===== src/rtl/tslf_pkg.sv =====
// shared types and constants of the text stream line formatter
`default_nettype none

package tslf_pkg;

    // configuration register indexes
    localparam int               CFG_IDX_W          = 3;
    localparam int               CFG_DATA_W         = 2;
    localparam logic [CFG_IDX_W-1:0] CFG_NUMBER_MODE    = 3'd0;
    localparam logic [CFG_IDX_W-1:0] CFG_SQUEEZE_BLANK  = 3'd1;
    localparam logic [CFG_IDX_W-1:0] CFG_SHOW_ENDS      = 3'd2;
    localparam logic [CFG_IDX_W-1:0] CFG_SHOW_TABS      = 3'd3;
    localparam logic [CFG_IDX_W-1:0] CFG_SHOW_NONPRINT  = 3'd4;

    // number modes
    localparam logic [1:0] NUM_NONE     = 2'd0;
    localparam logic [1:0] NUM_ALL      = 2'd1;
    localparam logic [1:0] NUM_NONBLANK = 2'd2;

    // blank line run saturation
    localparam logic [1:0] RUN_MAX = 2'd2;

    // character codes
    localparam logic [7:0] CHR_TAB      = 8'd9;
    localparam logic [7:0] CHR_NL       = 8'd10;
    localparam logic [7:0] CHR_SPACE    = 8'd32;
    localparam logic [7:0] CHR_DOLLAR   = 8'd36;
    localparam logic [7:0] CHR_ZERO     = 8'd48;
    localparam logic [7:0] CHR_QMARK    = 8'd63;
    localparam logic [7:0] CHR_CARET    = 8'd94;
    localparam logic [7:0] CHR_DEL      = 8'd127;
    localparam logic [7:0] CARET_OFFSET = 8'd64;
    localparam logic [7:0] CTL_LOW_MAX  = 8'd8;
    localparam logic [7:0] CTL_HIGH_MIN = 8'd11;
    localparam logic [7:0] CTL_HIGH_MAX = 8'd31;

    localparam int QUEUE_DEPTH = 4;
    localparam int QUEUE_PTR_W = 2;
    localparam int QUEUE_CNT_W = 3;

    typedef struct packed {
        logic [1:0] number_mode;
        logic       squeeze_blank;
        logic       show_ends;
        logic       show_tabs;
        logic       show_nonprinting;
    } cfg_t;

    // one queued output command
    typedef struct packed {
        logic       has_num;
        logic       dollar;
        logic       caret;
        logic [7:0] data;
    } cmd_t;

endpackage

`default_nettype wire


===== src/rtl/tslf_front.sv =====
// front end: configuration, line state, line counter and command classification
`default_nettype none

module tslf_front #(
    parameter int NUMBER_DIGITS = 6
) (
    input  wire logic                           clk,
    input  wire logic                           rst_n,
    input  wire logic                           cfg_valid,
    input  wire logic [tslf_pkg::CFG_IDX_W-1:0]  cfg_index,
    input  wire logic [tslf_pkg::CFG_DATA_W-1:0] cfg_data,
    input  wire logic                           in_valid,
    output logic                                in_ready,
    input  wire logic                           kind,
    input  wire logic [7:0]                     byte_value,
    input  wire logic                           q_full,
    output logic                                push,
    output tslf_pkg::cmd_t                      cmd,
    output logic [4*NUMBER_DIGITS-1:0]          num,
    output logic [NUMBER_DIGITS-1:0]            blank
);

    localparam int CW = 4 * NUMBER_DIGITS;

    tslf_pkg::cfg_t  cfg_reg;
    logic [CW-1:0]   count_reg, count_next, count_inc;
    logic            als_reg, als_next;
    logic [1:0]      run_reg, run_next, run_inc;
    logic            acc, is_nl, is_ctl, caret, numbering, all_nines;
    logic [NUMBER_DIGITS:0] carry;
    logic            zero_run;

    assign in_ready = !q_full;
    assign acc      = in_valid && in_ready;
    assign is_nl    = (byte_value == tslf_pkg::CHR_NL);
    assign run_inc  = (run_reg == tslf_pkg::RUN_MAX) ? run_reg : run_reg + 2'd1;
    assign is_ctl   = (byte_value <= tslf_pkg::CTL_LOW_MAX)
                    || ((byte_value >= tslf_pkg::CTL_HIGH_MIN)
                        && (byte_value <= tslf_pkg::CTL_HIGH_MAX))
                    || (byte_value == tslf_pkg::CHR_DEL);
    assign caret    = ((byte_value == tslf_pkg::CHR_TAB) && cfg_reg.show_tabs)
                    || (cfg_reg.show_nonprinting && is_ctl);

    // bcd increment with ripple carry
    always_comb
    begin
        carry[0] = 1'b1;
        for (int i = 0; i < NUMBER_DIGITS; i++)
        begin
            if (carry[i])
            begin
                count_inc[4*i +: 4] = (count_reg[4*i +: 4] == 4'd9) ? 4'd0
                                    : count_reg[4*i +: 4] + 4'd1;
            end
            else
            begin
                count_inc[4*i +: 4] = count_reg[4*i +: 4];
            end
            carry[i+1] = carry[i] && (count_reg[4*i +: 4] == 4'd9);
        end
    end
    assign all_nines = carry[NUMBER_DIGITS];

    // leading digit blanking
    always_comb
    begin
        zero_run = 1'b1;
        for (int i = NUMBER_DIGITS - 1; i >= 0; i--)
        begin
            zero_run = zero_run && (count_reg[4*i +: 4] == 4'd0);
            blank[i] = zero_run && (i != 0);
        end
    end
    assign num = count_reg;

    always_comb
    begin
        als_next   = als_reg;
        run_next   = run_reg;
        count_next = count_reg;
        push       = 1'b0;
        numbering  = 1'b0;
        cmd        = '0;
        if (acc)
        begin
            if (kind)
            begin
                als_next = 1'b1;
                run_next = 2'd0;
            end
            else if (is_nl)
            begin
                push       = 1'b1;
                cmd.dollar = cfg_reg.show_ends;
                cmd.data   = tslf_pkg::CHR_NL;
                als_next   = 1'b1;
                if (als_reg)
                begin
                    run_next = run_inc;
                    if (cfg_reg.squeeze_blank && (run_inc == tslf_pkg::RUN_MAX))
                    begin
                        push = 1'b0;
                    end
                    else
                    begin
                        numbering = (cfg_reg.number_mode == tslf_pkg::NUM_ALL);
                    end
                end
            end
            else
            begin
                push      = 1'b1;
                numbering = als_reg && ((cfg_reg.number_mode == tslf_pkg::NUM_ALL)
                                     || (cfg_reg.number_mode == tslf_pkg::NUM_NONBLANK));
                cmd.caret = caret;
                if (caret)
                begin
                    cmd.data = (byte_value == tslf_pkg::CHR_DEL) ? tslf_pkg::CHR_QMARK
                             : byte_value + tslf_pkg::CARET_OFFSET;
                end
                else
                begin
                    cmd.data = byte_value;
                end
                als_next = 1'b0;
                run_next = 2'd0;
            end
        end
        cmd.has_num = numbering;
        if (numbering && !all_nines)
        begin
            count_next = count_inc;
        end
    end

    always_ff @(posedge clk or negedge rst_n)
    begin
        if (!rst_n)
        begin
            cfg_reg   <= '{number_mode: tslf_pkg::NUM_NONE, default: 1'b0};
            count_reg <= {{(CW-4){1'b0}}, 4'd1};
            als_reg   <= 1'b1;
            run_reg   <= 2'd0;
        end
        else
        begin
            count_reg <= count_next;
            als_reg   <= als_next;
            run_reg   <= run_next;
            if (cfg_valid)
            begin
                unique case (cfg_index)
                    tslf_pkg::CFG_NUMBER_MODE:   cfg_reg.number_mode      <= cfg_data;
                    tslf_pkg::CFG_SQUEEZE_BLANK: cfg_reg.squeeze_blank    <= cfg_data[0];
                    tslf_pkg::CFG_SHOW_ENDS:     cfg_reg.show_ends        <= cfg_data[0];
                    tslf_pkg::CFG_SHOW_TABS:     cfg_reg.show_tabs        <= cfg_data[0];
                    tslf_pkg::CFG_SHOW_NONPRINT: cfg_reg.show_nonprinting <= cfg_data[0];
                    default: ;
                endcase
            end
        end
    end

endmodule

`default_nettype wire


===== src/rtl/tslf_queue.sv =====
// command queue between front end and output sequencer
`default_nettype none

module tslf_queue #(
    parameter int NUMBER_DIGITS = 6
) (
    input  wire logic                           clk,
    input  wire logic                           rst_n,
    input  wire logic                           push,
    input  wire tslf_pkg::cmd_t                 push_cmd,
    input  wire logic [4*NUMBER_DIGITS-1:0]     push_num,
    input  wire logic [NUMBER_DIGITS-1:0]       push_blank,
    input  wire logic                           pop,
    output logic                                full,
    output logic                                head_valid,
    output tslf_pkg::cmd_t                      head_cmd,
    output logic [4*NUMBER_DIGITS-1:0]          head_num,
    output logic [NUMBER_DIGITS-1:0]            head_blank
);

    tslf_pkg::cmd_t                 cmd_mem   [tslf_pkg::QUEUE_DEPTH];
    logic [4*NUMBER_DIGITS-1:0]     num_mem   [tslf_pkg::QUEUE_DEPTH];
    logic [NUMBER_DIGITS-1:0]       blank_mem [tslf_pkg::QUEUE_DEPTH];
    logic [tslf_pkg::QUEUE_PTR_W-1:0] wr_ptr_reg, rd_ptr_reg;
    logic [tslf_pkg::QUEUE_CNT_W-1:0] cnt_reg, cnt_next;

    assign full       = (cnt_reg == tslf_pkg::QUEUE_CNT_W'(tslf_pkg::QUEUE_DEPTH));
    assign head_valid = (cnt_reg != '0);
    assign head_cmd   = cmd_mem[rd_ptr_reg];
    assign head_num   = num_mem[rd_ptr_reg];
    assign head_blank = blank_mem[rd_ptr_reg];

    always_comb
    begin
        cnt_next = cnt_reg;
        if (push && !pop)
        begin
            cnt_next = cnt_reg + 1'b1;
        end
        else if (pop && !push)
        begin
            cnt_next = cnt_reg - 1'b1;
        end
    end

    always_ff @(posedge clk or negedge rst_n)
    begin
        if (!rst_n)
        begin
            wr_ptr_reg <= '0;
            rd_ptr_reg <= '0;
            cnt_reg    <= '0;
        end
        else
        begin
            cnt_reg <= cnt_next;
            if (push)
            begin
                wr_ptr_reg <= wr_ptr_reg + 1'b1;
            end
            if (pop)
            begin
                rd_ptr_reg <= rd_ptr_reg + 1'b1;
            end
        end
    end

    always_ff @(posedge clk)
    begin
        if (push)
        begin
            cmd_mem[wr_ptr_reg]   <= push_cmd;
            num_mem[wr_ptr_reg]   <= push_num;
            blank_mem[wr_ptr_reg] <= push_blank;
        end
    end

endmodule

`default_nettype wire


===== src/rtl/tslf_back.sv =====
// output sequencer: expands one command into bytes, one per cycle while the output is not stalled
`default_nettype none

module tslf_back #(
    parameter int NUMBER_DIGITS = 6
) (
    input  wire logic                           clk,
    input  wire logic                           rst_n,
    input  wire logic                           head_valid,
    input  wire tslf_pkg::cmd_t                 head_cmd,
    input  wire logic [4*NUMBER_DIGITS-1:0]     head_num,
    input  wire logic [NUMBER_DIGITS-1:0]       head_blank,
    output logic                                pop,
    output logic                                out_valid,
    input  wire logic                           out_ready,
    output logic [7:0]                          out_byte,
    output logic                                out_last
);

    localparam int STW = $clog2(NUMBER_DIGITS + 3);
    localparam int DW  = (NUMBER_DIGITS > 1) ? $clog2(NUMBER_DIGITS) : 1;
    localparam logic [STW-1:0] ST_TAB  = STW'(NUMBER_DIGITS);
    localparam logic [STW-1:0] ST_MARK = STW'(NUMBER_DIGITS + 1);
    localparam logic [STW-1:0] ST_DATA = STW'(NUMBER_DIGITS + 2);

    logic [STW-1:0] st_reg, cur_st, start_st, nxt_st, after_tab;
    logic           busy_reg;
    logic           out_valid_reg, out_last_reg;
    logic [7:0]     out_byte_reg;
    logic [7:0]     digit_chr [NUMBER_DIGITS];
    logic [DW-1:0]  idx;
    logic [7:0]     cur_byte;
    logic           is_last, out_free, fire;

    always_comb
    begin
        for (int i = 0; i < NUMBER_DIGITS; i++)
        begin
            digit_chr[i] = head_blank[i] ? tslf_pkg::CHR_SPACE
                         : tslf_pkg::CHR_ZERO + {4'd0, head_num[4*i +: 4]};
        end
    end

    assign after_tab = (head_cmd.dollar || head_cmd.caret) ? ST_MARK : ST_DATA;
    assign start_st  = head_cmd.has_num ? '0 : after_tab;
    assign cur_st    = busy_reg ? st_reg : start_st;
    assign nxt_st    = (cur_st == ST_TAB) ? after_tab : cur_st + 1'b1;
    assign idx       = DW'(NUMBER_DIGITS - 1) - cur_st[DW-1:0];
    assign is_last   = (cur_st == ST_DATA);

    always_comb
    begin
        if (cur_st < ST_TAB)
        begin
            cur_byte = digit_chr[idx];
        end
        else if (cur_st == ST_TAB)
        begin
            cur_byte = tslf_pkg::CHR_TAB;
        end
        else if (cur_st == ST_MARK)
        begin
            cur_byte = head_cmd.dollar ? tslf_pkg::CHR_DOLLAR : tslf_pkg::CHR_CARET;
        end
        else
        begin
            cur_byte = head_cmd.data;
        end
    end

    assign out_free  = !out_valid_reg || out_ready;
    assign fire      = head_valid && out_free;
    assign pop       = fire && is_last;
    assign out_valid = out_valid_reg;
    assign out_byte  = out_byte_reg;
    assign out_last  = out_last_reg;

    always_ff @(posedge clk or negedge rst_n)
    begin
        if (!rst_n)
        begin
            out_valid_reg <= 1'b0;
            busy_reg      <= 1'b0;
            st_reg        <= '0;
        end
        else
        begin
            if (out_free)
            begin
                out_valid_reg <= head_valid;
            end
            if (fire)
            begin
                busy_reg <= !is_last;
                st_reg   <= nxt_st;
            end
        end
    end

    always_ff @(posedge clk)
    begin
        if (fire)
        begin
            out_byte_reg <= cur_byte;
            out_last_reg <= is_last;
        end
    end

endmodule

`default_nettype wire


===== src/rtl/text_stream_line_formatter_core.sv =====
// Text stream line formatter top level: a front end classifies input bytes and keeps the
// line state and BCD line counter, a four-entry command queue decouples it from an output
// sequencer that emits one formatted byte per cycle while the sink accepts. A plain byte
// yields one output byte; a byte that opens a numbered line yields NUMBER_DIGITS + 2 bytes
// (digits, tab, byte), and a caret pair or a '$' before newline adds one byte. File-start
// marks and squeezed blank lines produce no output transaction and are consumed by the
// front end alone. Input is taken whenever the queue has room, also while an output
// transaction is stalled. Configuration writes are always accepted and should be issued
// only while the block is idle.
`default_nettype none

module text_stream_line_formatter_core #(
    parameter int NUMBER_DIGITS = 6
) (
    input  wire logic                           clk,
    input  wire logic                           rst_n,
    input  wire logic                           cfg_valid,
    output logic                                cfg_ready,
    input  wire logic [tslf_pkg::CFG_IDX_W-1:0]  cfg_index,
    input  wire logic [tslf_pkg::CFG_DATA_W-1:0] cfg_data,
    input  wire logic                           s_tvalid,
    output logic                                s_tready,
    input  wire logic [7:0]                     s_tdata,   // byte_value
    input  wire logic                           s_tuser,   // kind
    output logic                                m_tvalid,
    input  wire logic                           m_tready,
    output logic [7:0]                          m_tdata,   // out_byte
    output logic                                m_tlast
);

    logic                       push, pop, q_full, head_valid;
    tslf_pkg::cmd_t             push_cmd, head_cmd;
    logic [4*NUMBER_DIGITS-1:0] push_num, head_num;
    logic [NUMBER_DIGITS-1:0]   push_blank, head_blank;

    assign cfg_ready = 1'b1;

    tslf_front #(
        .NUMBER_DIGITS (NUMBER_DIGITS)
    ) u_front (
        .clk        (clk),
        .rst_n      (rst_n),
        .cfg_valid  (cfg_valid),
        .cfg_index  (cfg_index),
        .cfg_data   (cfg_data),
        .in_valid   (s_tvalid),
        .in_ready   (s_tready),
        .kind       (s_tuser),
        .byte_value (s_tdata),
        .q_full     (q_full),
        .push       (push),
        .cmd        (push_cmd),
        .num        (push_num),
        .blank      (push_blank)
    );

    tslf_queue #(
        .NUMBER_DIGITS (NUMBER_DIGITS)
    ) u_queue (
        .clk        (clk),
        .rst_n      (rst_n),
        .push       (push),
        .push_cmd   (push_cmd),
        .push_num   (push_num),
        .push_blank (push_blank),
        .pop        (pop),
        .full       (q_full),
        .head_valid (head_valid),
        .head_cmd   (head_cmd),
        .head_num   (head_num),
        .head_blank (head_blank)
    );

    tslf_back #(
        .NUMBER_DIGITS (NUMBER_DIGITS)
    ) u_back (
        .clk        (clk),
        .rst_n      (rst_n),
        .head_valid (head_valid),
        .head_cmd   (head_cmd),
        .head_num   (head_num),
        .head_blank (head_blank),
        .pop        (pop),
        .out_valid  (m_tvalid),
        .out_ready  (m_tready),
        .out_byte   (m_tdata),
        .out_last   (m_tlast)
    );

endmodule

`default_nettype wire


===== config.mk =====
export PLATFORM = sky130hd
export DESIGN_NAME = text_stream_line_formatter_core
export DESIGN_NICKNAME = d
export VERILOG_FILES = /design/src/rtl/tslf_pkg.sv /design/src/rtl/tslf_front.sv /design/src/rtl/tslf_queue.sv /design/src/rtl/tslf_back.sv /design/src/rtl/text_stream_line_formatter_core.sv
export SDC_FILE = /design/constraint.sdc
export NUM_CORES = 1
export LEC_CHECK = 0
export ABC_CLOCK_PERIOD_IN_PS = 3450
export CAP_MARGIN = 20
export CORE_AREA = 4 4 160 162
export CTS_BUF_LIST = sky130_fd_sc_hd__clkbuf_8
export CTS_CLUSTER_DIAMETER = 150
export DETAILED_ROUTE_END_ITERATION = 7
export DIE_AREA = 0 0 164 166
export DONT_BUFFER_PORTS = 1
export PLACE_DENSITY = 0.53
export SYNTH_ARGS = -nofsm -noshare
export SYNTH_HDL_FRONTEND = slang
export SYNTH_HIERARCHICAL = 1
export SYNTH_SLANG_ARGS = --single-unit

===== constraint.sdc =====
create_clock -name clk -period 3.45 [get_ports clk]
set_clock_uncertainty 0.2 [all_clocks]
set_input_delay 0.5175 -clock clk [delete_from_list [all_inputs] [get_ports clk]]
set_output_delay 0.5175 -clock clk [all_outputs]
set_load 0.1 [all_outputs]

==> impl_metrics.ini <==
[run_status]
run_status = finished, final reports clean

[pwr]
combPwrFrac_pct = 27.7
clock_power_share_pct = 25.5
leakagePower_nw = 3.86
total_switching_power_mw = 2.96
power.share.sequential_pct = 46.8
total_power_mw = 8.45
sw_frac_of_total_pct = 35.1
peakVddDrop_mv = 0.451
pwr_density_cell_nw_per_um2 = 771
power.internal_mw = 5.49

[die]
io_pins = 31
chipHeight_um = 166
fp.coreArea_um2 = 24100
floorplan.die_area_um2 = 27200
initial_utilization_pct = 40.4
core.rowCount = 57
die_width_um = 164

[critical_path]
worstReg2RegEnd = u_queue/cnt_reg[2]$_DFFE_PN0P_
timing.critical_path.from_type = register
worst-r2r-cell-count = 14
worst-r2r-setup-slack_ps = 200
worstPathCellList = mux4_2 > or2_4 > o21ai_2 > inv_1 > ha_1 > nand2_1 > nor2_1 > inv_1 > ha_1 > inv_1 > fa_1 > xor2_1 > nor2_1 > xor2_1
worst_path_largest_cell_delay_ps = 530
timing_worst_setup_path_type = reg -> reg
crit_path_frequent_cell = inv_1
cp.required_ps = 3680
end_kind = register
crit-reg2reg-launch = u_queue/rd_ptr_reg[0]$_DFFE_PN0P_
worst-path-max-fanout = 4
crit_slowest_cell = mux4_2
wp_data_arrival_ps = 3490

[timing]
final_period_minus_worst_setup_slack_ps = 3250
slew_headroom_pct = 39.4
holdWs_ps = 31.8
timing.final.max_slew_violations = 0
setup_violations = 0
tightestPinTransition_ps = 911
finalHoldViolCount = 0
max_freq_ghz = 0.307
min_period_over_period_pct = 94.3
tns_ps = 0

[yosys]
postSynthAreaPerCell_um2 = 15.5
synth_area_leader_cell = edfxtp_1
ys_seq_area_share_pct = 65.1
yosys.cell_count.top_type = edfxtp_1
synth_fp_nets = 662
post_synth_inst_count = 628
yosys_most_used_dff = edfxtp_1
number_of_enable_flip_flop_cells_after_synthesis = 173
distinct_cell_type_count_after_synthesis = 80
share_of_the_synthesized_area_in_the_top_cell_type_pct = 53.3
yosys-top-cells-area = edfxtp_1 (53%), dfrtp_1 (11%), mux4_2 (8.8%)
synth_async_sr_flop_share_pct = 21.0
yosys_warnings = 6
register_bit_total_from_synthesis = 219
netlist_area_um2 = 9750
synth.top_cells.by_count = edfxtp_1 (173), dfrtp_1 (44), nand2_1 (39), mux4_2 (38), nor2_1 (28)

[run]
maxCapViolations = 0

[layout]
final-instance-count-excl-fill = 1023
area_growth_syn_to_layout_pct = 12.4
largest_registers = u_queue/num_mem x96, u_queue/cmd_mem x44
largest_reg_flops = 96
diodes = 0
layout_cells_sized_above_1_pct = 20.0
layout.nets = 706
regMostFlops = u_queue/num_mem

[placement]
finalWeightedCongestion = 0.812
numPlacedInstances = 949
dpl.hpwl_um = 13200
buffer_ports.inserted = 0

[drt]
vias_per_cell = 5.40
route.met2.wl_um = 9970
detail_route.iter0.violations = 432
via_count = 5528
count_of_tritonroute_iterations_in_the_first_routing_pass = 4
avgRoutedWirePerCell_um = 20.4
remaining_drc_errors = 0
dr_wl_met3_um = 982
top_signal_layer_used = met4
drtAntennaViolNets = 0
drt-met1-wl_um = 9540
routed_wl_um = 20800

[global_routing]
global_route_wire_length_before_repair_um = 32800
globalRouteOverflowTotal = 0
grt_antenna_before_repair = 0
first_global_vias = 5768
grt.total_usage_pct = 15.5
grt_max_degree = 47

[cts]
cts_num_sinks = 219
cts_tree = yes
clock_tree_root = clkbuf_8
numCtsBuffers = 37
clock_path_buffers = 3
cts_max_level = 2
clk-insertion-delay-late_ps = 520
clk_pin_slew_worst_paths_ps = 60

[worst_hold_path]
worstHoldEndpoint = u_front/cfg_reg[0]$_DFFE_PN0P_
worst_hold_startpoint = cfg_index[2]
worstHoldPathType = in -> reg
min_delay_path_depth = 2
cell usage in the layout (no fill, tap or decap), types with 4 or more instances in the layout:
cell           Yosys  layout
or4_1              5       5
ha_1              14      14
nor2_1            28      28
xnor2_1            6       6
o21ai_1            5       4
a21oi_1           12      12
dfrtp_1           44      43
nor4_1             5       5
inv_1             27      44
nand4_1            6       6
nor4bb_1           4       4
o211ai_1           6       6
and3_1             5       5
mux4_2            38      38
nand3_1           10      10
nand2b_1           5       5
nor3b_1           11      11
mux2_2             8       8
nand2_1           39      39
and2_1            14      10
buf_4              5      19
dlygate4sd3_1      0       5
and2_2             0       4
clkinv_1           0       4
clkbuf_8           0      42
edfxtp_1         173     173
xor2_1            12      12
nand3b_1           8       8
nor2b_1           11      11
buf_12             4       4
nor3_1            12      12
o21ai_0           22      22
logic make-up (layout without fill, tap and decap cells):
group,after synthesis,count (layout),share of synthesized area [%]
and+or+nand+nor,185,185,11.0
buffers and inverters,52,123,3.20
xor gates and xnor gates,18,18,1.62
adders and majority gates,15,15,2.00
AOI/OAI and AO/OA,85,85,6.16
DFF,219,219,65.1
muxes,52,52,10.8
other,2,2,0.0771
power groups by stage:
| stage | clock network, mW | registers (mW) | logic [mW] |
|---|---|---|---|
| after floorplan | 0 | 3.93 | 1.80 |
| after global placement | 0 | 3.98 | 2.30 |
| after detailed placement | 0 | 4.01 | 2.33 |
| after CTS | 2.22 | 3.96 | 2.35 |
| after global routing | 2.35 | 3.99 | 2.57 |
| final | 2.15 | 3.95 | 2.34 |
cell type report:
cell class,instances,area (um2)
Clock buffer,42,578
Clock inverter,24,121
Fill cell,2160,13200
Inverter,28,105
Multi-Input combinational cell,357,3090
Sequential cell,219,6350
Tap cell,324,405
Timing Repair Buffer,29,300
metrics by stage:
step,setup slack [ps],instance area (um2),util [%]
detailed placement,125,10200,42.1
CTS,101,10900,45.4
global route,-6.94,11000,45.4
finish,197,11000,45.4
floorplan,35.6,9750,-
global placement,200,10200,42.1
critical path: cells and delay by family (launching register included):
kind                     cells  cell delay [ps]
AND/OR/NAND/NOR              4              600
flip-flops                   1              400
adder cells (fa/ha/maj)      3              780
multiplexers                 1              530
XOR/XNOR                     2              320
AO/OA/AOI/OAI                1              130
buffers and inverters        3              200
how the worst max path moves through the flow:
stage	from	endpoint	slack, ps	cells past startpoint
2_1_floorplan	u_queue/rd_ptr_reg[0]$_DFFE_PN0P_	u_queue/cnt_reg[2]$_DFFE_PN0P_	40	17
3_3_place_gp	u_queue/rd_ptr_reg[0]$_DFFE_PN0P_	u_queue/cnt_reg[2]$_DFFE_PN0P_	200	14
3_5_place_dp	u_queue/rd_ptr_reg[0]$_DFFE_PN0P_	u_queue/cnt_reg[2]$_DFFE_PN0P_	120	14
4_1_cts	u_queue/rd_ptr_reg[0]$_DFFE_PN0P_	u_queue/cnt_reg[2]$_DFFE_PN0P_	100	14
5_1_grt	u_queue/rd_ptr_reg[0]$_DFFE_PN0P_	u_queue/cnt_reg[1]$_DFFE_PN0P_	-7	13
6_report	u_queue/rd_ptr_reg[0]$_DFFE_PN0P_	u_queue/cnt_reg[2]$_DFFE_PN0P_	200	14
layer usage:
| layer | global-route usage [%] | up-vias |
|---|---|---|
| met5 | 0 | - |
| met4 | 4.38 | 0 |
| met3 | 3.05 | 24 |
| met2 | 24.2 | 142 |
| met1 | 22.1 | 2834 |
| li1 | - | 2528 |
what timing repair did:
item,CTS,global route
hold endpoints to repair,55,0
resized for setup,0,1
hold buffers,6,0
setup endpoints to repair,0,2
setup buffers,0,2
Note: power is estimated with default switching activity, not from simulation.
